--- src/rtl/wdp_pkg.sv ---
`default_nettype none

package wdp_pkg;

    localparam int STORE_DEPTH = 2048;
    localparam int SAMPLE_BITS = 16;

    // Store address width and a length width that can hold STORE_DEPTH itself.
    localparam int ADDR_W = $clog2(STORE_DEPTH);
    localparam int LEN_W  = $clog2(STORE_DEPTH + 1);

    // Fixed field widths of the stream beats.
    localparam int OPCODE_W = 2;
    localparam int TOTAL_W  = 12;
    localparam int INDEX_W  = 11;
    localparam int VALUE_W  = 16;
    localparam int IN_DATA_W  = 40;
    localparam int OUT_DATA_W = 24;

    typedef enum logic [OPCODE_W-1:0] {
        OP_START = 2'd0,
        OP_DATA  = 2'd1,
        OP_TICK  = 2'd2
    } opcode_t;

    typedef struct packed {
        logic                   we;
        logic [ADDR_W-1:0]      waddr;
        logic [SAMPLE_BITS-1:0] wdata;
        logic                   re;
        logic [ADDR_W-1:0]      raddr;
    } ram_cmd_t;

    typedef struct packed {
        logic accepted;
        logic dac_valid;
        logic peak_trigger;
        logic download_active;
    } item_res_t;

endpackage

`default_nettype wire

--- src/rtl/wdp_ctrl.sv ---
`default_nettype none

module wdp_ctrl
    import wdp_pkg::*;
(
    input  wire logic                clk,
    input  wire logic                rst_n,
    input  wire logic                take,
    input  wire logic [OPCODE_W-1:0] opcode,
    input  wire logic [TOTAL_W-1:0]  total_size,
    input  wire logic [INDEX_W-1:0]  sample_index,
    input  wire logic [VALUE_W-1:0]  sample_value,
    output ram_cmd_t                 ram_cmd,
    output item_res_t                res
);

    logic                   dl_reg, dl_next;
    logic [LEN_W-1:0]       exp_reg, exp_next;
    logic [LEN_W-1:0]       dl_len_reg, dl_len_next;
    logic [LEN_W-1:0]       wave_len_reg, wave_len_next;
    logic [LEN_W-1:0]       play_reg, play_next;
    logic [SAMPLE_BITS-1:0] max_reg, max_next;
    logic [ADDR_W-1:0]      peak_pos_reg, peak_pos_next;
    logic                   peak_found_reg, peak_found_next;

    logic [SAMPLE_BITS-1:0] value;
    logic [LEN_W-1:0]       exp_inc;

    assign value   = sample_value[SAMPLE_BITS-1:0];
    assign exp_inc = exp_reg + LEN_W'(1);

    always_comb
    begin
        dl_next         = dl_reg;
        exp_next        = exp_reg;
        dl_len_next     = dl_len_reg;
        wave_len_next   = wave_len_reg;
        play_next       = play_reg;
        max_next        = max_reg;
        peak_pos_next   = peak_pos_reg;
        peak_found_next = peak_found_reg;

        ram_cmd       = '0;
        ram_cmd.waddr = exp_reg[ADDR_W-1:0];
        ram_cmd.wdata = value;
        ram_cmd.raddr = play_reg[ADDR_W-1:0];

        res = '0;

        if (take)
        begin
            unique case (opcode)
                OP_START:
                begin
                    if (!dl_reg && total_size != '0 &&
                        32'(total_size) <= 32'(STORE_DEPTH))
                    begin
                        dl_len_next     = LEN_W'(total_size);
                        exp_next        = '0;
                        max_next        = '0;
                        peak_pos_next   = '0;
                        peak_found_next = 1'b0;
                        dl_next         = 1'b1;
                        res.accepted    = 1'b1;
                    end
                end
                OP_DATA:
                begin
                    if (dl_reg && 32'(sample_index) == 32'(exp_reg) &&
                        32'(exp_reg) < 32'(STORE_DEPTH))
                    begin
                        ram_cmd.we = 1'b1;
                        if (value > max_reg)
                        begin
                            max_next        = value;
                            peak_pos_next   = exp_reg[ADDR_W-1:0];
                            peak_found_next = 1'b1;
                        end
                        exp_next = exp_inc;
                        if (exp_inc >= dl_len_reg)
                        begin
                            dl_next       = 1'b0;
                            wave_len_next = dl_len_reg;
                        end
                        res.accepted = 1'b1;
                    end
                end
                OP_TICK:
                begin
                    if (!dl_reg)
                    begin
                        // The playback length never exceeds the store, so the
                        // index is always a valid address here.
                        if (play_reg < wave_len_reg)
                        begin
                            ram_cmd.re       = 1'b1;
                            res.dac_valid    = 1'b1;
                            res.peak_trigger = peak_found_reg &&
                                               play_reg == LEN_W'(peak_pos_reg);
                            play_next        = play_reg + LEN_W'(1);
                        end
                        else
                        begin
                            play_next = '0;
                        end
                    end
                end
                default:
                begin
                end
            endcase
        end

        res.download_active = dl_next;
    end

    always_ff @(posedge clk or negedge rst_n)
    begin
        if (!rst_n)
        begin
            dl_reg         <= 1'b0;
            exp_reg        <= '0;
            dl_len_reg     <= '0;
            wave_len_reg   <= '0;
            play_reg       <= '0;
            max_reg        <= '0;
            peak_pos_reg   <= '0;
            peak_found_reg <= 1'b0;
        end
        else
        begin
            dl_reg         <= dl_next;
            exp_reg        <= exp_next;
            dl_len_reg     <= dl_len_next;
            wave_len_reg   <= wave_len_next;
            play_reg       <= play_next;
            max_reg        <= max_next;
            peak_pos_reg   <= peak_pos_next;
            peak_found_reg <= peak_found_next;
        end
    end

endmodule

`default_nettype wire

--- config.mk ---
export PLATFORM = sky130hd
export DESIGN_NAME = wdp_ctrl
export DESIGN_NICKNAME = d
export VERILOG_FILES = /design/src/rtl/wdp_pkg.sv /design/src/rtl/wdp_ctrl.sv
export SDC_FILE = /design/constraint.sdc
export NUM_CORES = 1
export LEC_CHECK = 0
export ABC_AREA = 1
export BUFFER_PORTS_ARGS = -buffer_cell sky130_fd_sc_hd__buf_2
export CORE_ASPECT_RATIO = 1.1
export CORE_MARGIN = 2
export CORE_UTILIZATION = 40
export CTS_CLUSTER_SIZE = 10
export DETAILED_ROUTE_END_ITERATION = 10
export GPL_TIMING_DRIVEN = 0
export MAX_ROUTING_LAYER = met4
export PLACE_DENSITY = 0.64
export REMOVE_ABC_BUFFERS = 1
export SYNTH_ARGS = -nofsm -noshare
export SYNTH_HDL_FRONTEND = slang
export SYNTH_SLANG_ARGS = --single-unit
--- constraint.sdc ---
create_clock -name clk -period 6.4 [get_ports clk]
set_input_delay 0.64 -clock clk [delete_from_list [all_inputs] [get_ports clk]]
set_output_delay 0.64 -clock clk [all_outputs]
set_load 0.1 [all_outputs]
==> metrics <==
Leak=3.04 nW; status=finished, final reports clean; Worst Slack Setup Final=1720 ps; Post-Place Setup Slack=2120 ps; synth top area cells=dfrtp_1 (38%), nand2_1 (15%), ha_1 (10%); Post-Syn Instances=675; Async S/R FF share, synth=100%; TritonCTS Sinks=77; share of layout cells above drive strength 1=16.0%; vias per std cell=4.80; reg2reg path depth=12; Multi-input gate area=2430 um2; die area=13,700 um2; crit path DAT=4040 ps; hold buffer count at CTS=0; Synth cell types=37; register area=1930 um2; PwrDens=205 nW/um2; Placer Congestion=0.920; Top-Level Pins=88; total gr overflow=0; Port Buf Inserts=87; Tmin final=4680 ps; Hold Slack=237 ps; clock latency on the worst-skew pair=340 ps; Die X=112 um; initial antenna violation count=0; Final Cell Area=5670 um2; Synth Area in Adders=10.0%; mapped cell area=5120 um2; Max Buffers Root-to-Sink=2; Pins Over Slew Limit=0; Reg clk slew, reported paths=50 ps; Tcrit/Tclk final=73.1%; Final ANT Viol Nets=0; post-synthesis simple-gate area fraction=26.4%; Avg Synthesized Cell Area=7.59 um2; post-synthesis mux area share=0%; average wire per standard cell=13.1 um; 1st-pass router iterations=4; ANT cells=0; Num CTS Buffers=9; Synth Area in XOR/XNOR=3.59%; Initial Utilization=40.9%; critical path class=reg -> out; max reg flops=16; crit path launch type=register; register area share after synthesis=37.6%; Synth Warn #=0; all-layer global routing usage=18.4%; r2r setup slk=2830 ps; FMAX=214 MHz; Clock Tree Root=clkbuf_16; layout overhead on the synthesized area=10.7%; Max FO, Critical Path=14; DR vias=4,247; setup repair bufs after CTS=0; nets@finish=807; Slew HR=42.9%; Die H=123 um; largest family of logic cells by synthesized area=simple AND/OR/NAND/NOR gates; Crit path required time=5760 ps; vias in the first global route=4,124; core area=12,500 um2; first-pass GRT wire length=19,500 um; initial drt markers=219; ys flop type=dfrtp_1; H-Tree Depth=3; fillers=1,267; Max-Cap Viols=0; DRC errors left=0; most frequent cells in the layout=nand2_1 (207), inv_1 (88), buf_2 (86), dfrtp_1 (77), nor2_1 (51); cell taking the most area after synthesis=dfrtp_1; post-DP HPWL=8970 um; RSZ-0062 raised after global routing=no; PnR Total Power=1.16 mW; Synth top area share=37.6%; worst vdd ir=0.121 mV; largest net degree at the start of global routing=49; Seq cells post-synth=77; setup TNS after final layout=0 ps; Post-synth EDFFs=0; final setup fails=0; commonest non-fill, non-tap cell in the layout=nand2_1; Routed Wire Length=11,600 um; Worst Tran Pin Value=854 ps; placed inst area=5390 um2; CP Capture Type=output pin; clk_skew=9.90 ps; FF-to-FF Start=exp_reg[0]; CTS resizes=0; Hold Path Class=in -> async; final hold vios=0; row cnt=43; CTS tree=done; Synth Area in Compound Gates=7.47%; reg2reg end=wave_len_reg[0]
per-stage QoR:
stage	utilization, %	std cells
3_5_place_dp	43.0	868
3_3_place_gp	42.7	867
6_report	45.3	884
5_1_grt	45.3	884
4_1_cts	45.3	884
2_1_floorplan	-	623
report_power, final:
part           switching, mW  internal, mW
Sequential           0.00473         0.490
Combinational          0.124        0.0443
Clock                  0.186         0.313
Total                  0.314         0.848
final cells by class:
class / count / area share, %
clock buffer: 15 / 4.54
clock inverter: 1 / 0.529
inverter: 95 / 6.37
multi-input combinational: 451 / 42.9
sequential: 77 / 34.0
tap: 157 / 3.46
timing repair buffer: 88 / 8.20
worst max-delay path by stage:
stage	from	end	slack [ps]	depth (start not counted)
global placement	exp_reg[0]	res[0]	2120	11
floorplan	exp_reg[0]	res[0]	1160	10
global route	exp_reg[0]	res[0]	1470	11
detailed placement	exp_reg[0]	res[0]	2120	11
finish	exp_reg[0]	res[0]	1720	11
CTS	exp_reg[0]	res[0]	1720	11
worst max-delay path: stages (launching register included):
cell	delay (ps)
dfrtp_1	530
inv_1	130
nor3_1	440
nand2_1	160
nor2_1	160
xor2_1	210
ha_1	280
a21oi_1	160
o21a_1	150
nand4_1	550
a22oi_1	440
buf_2	490
kinds of logic after synthesis:
logic type	Yosys count
xor gates and xnor gates	21
adders and majority gates	41
and+or+nand+nor	320
DFF	77
buffers and inverters	147
AOI/OAI and AO/OA	69
synthesized netlist by cell type (all sizes together), types with 10 or more instances:
library cell,number
nor2,53
inv,94
o21ai,31
dfrtp,77
nand3,27
ha,41
xor2,15
buf,50
nand4,14
nor3,10
a21oi,21
nand2,209
layer usage:
metal / up-vias / share of wire, % / track usage (%)
li1: 2202 / - / -
met2: 80 / 47 / 30.2
met4: 0 / 2.3 / 7.79
met3: 15 / 3.6 / 2.67
met1: 1950 / 47 / 23.1
met5: - / 0 / -
Power figures use the tool's default switching activity.
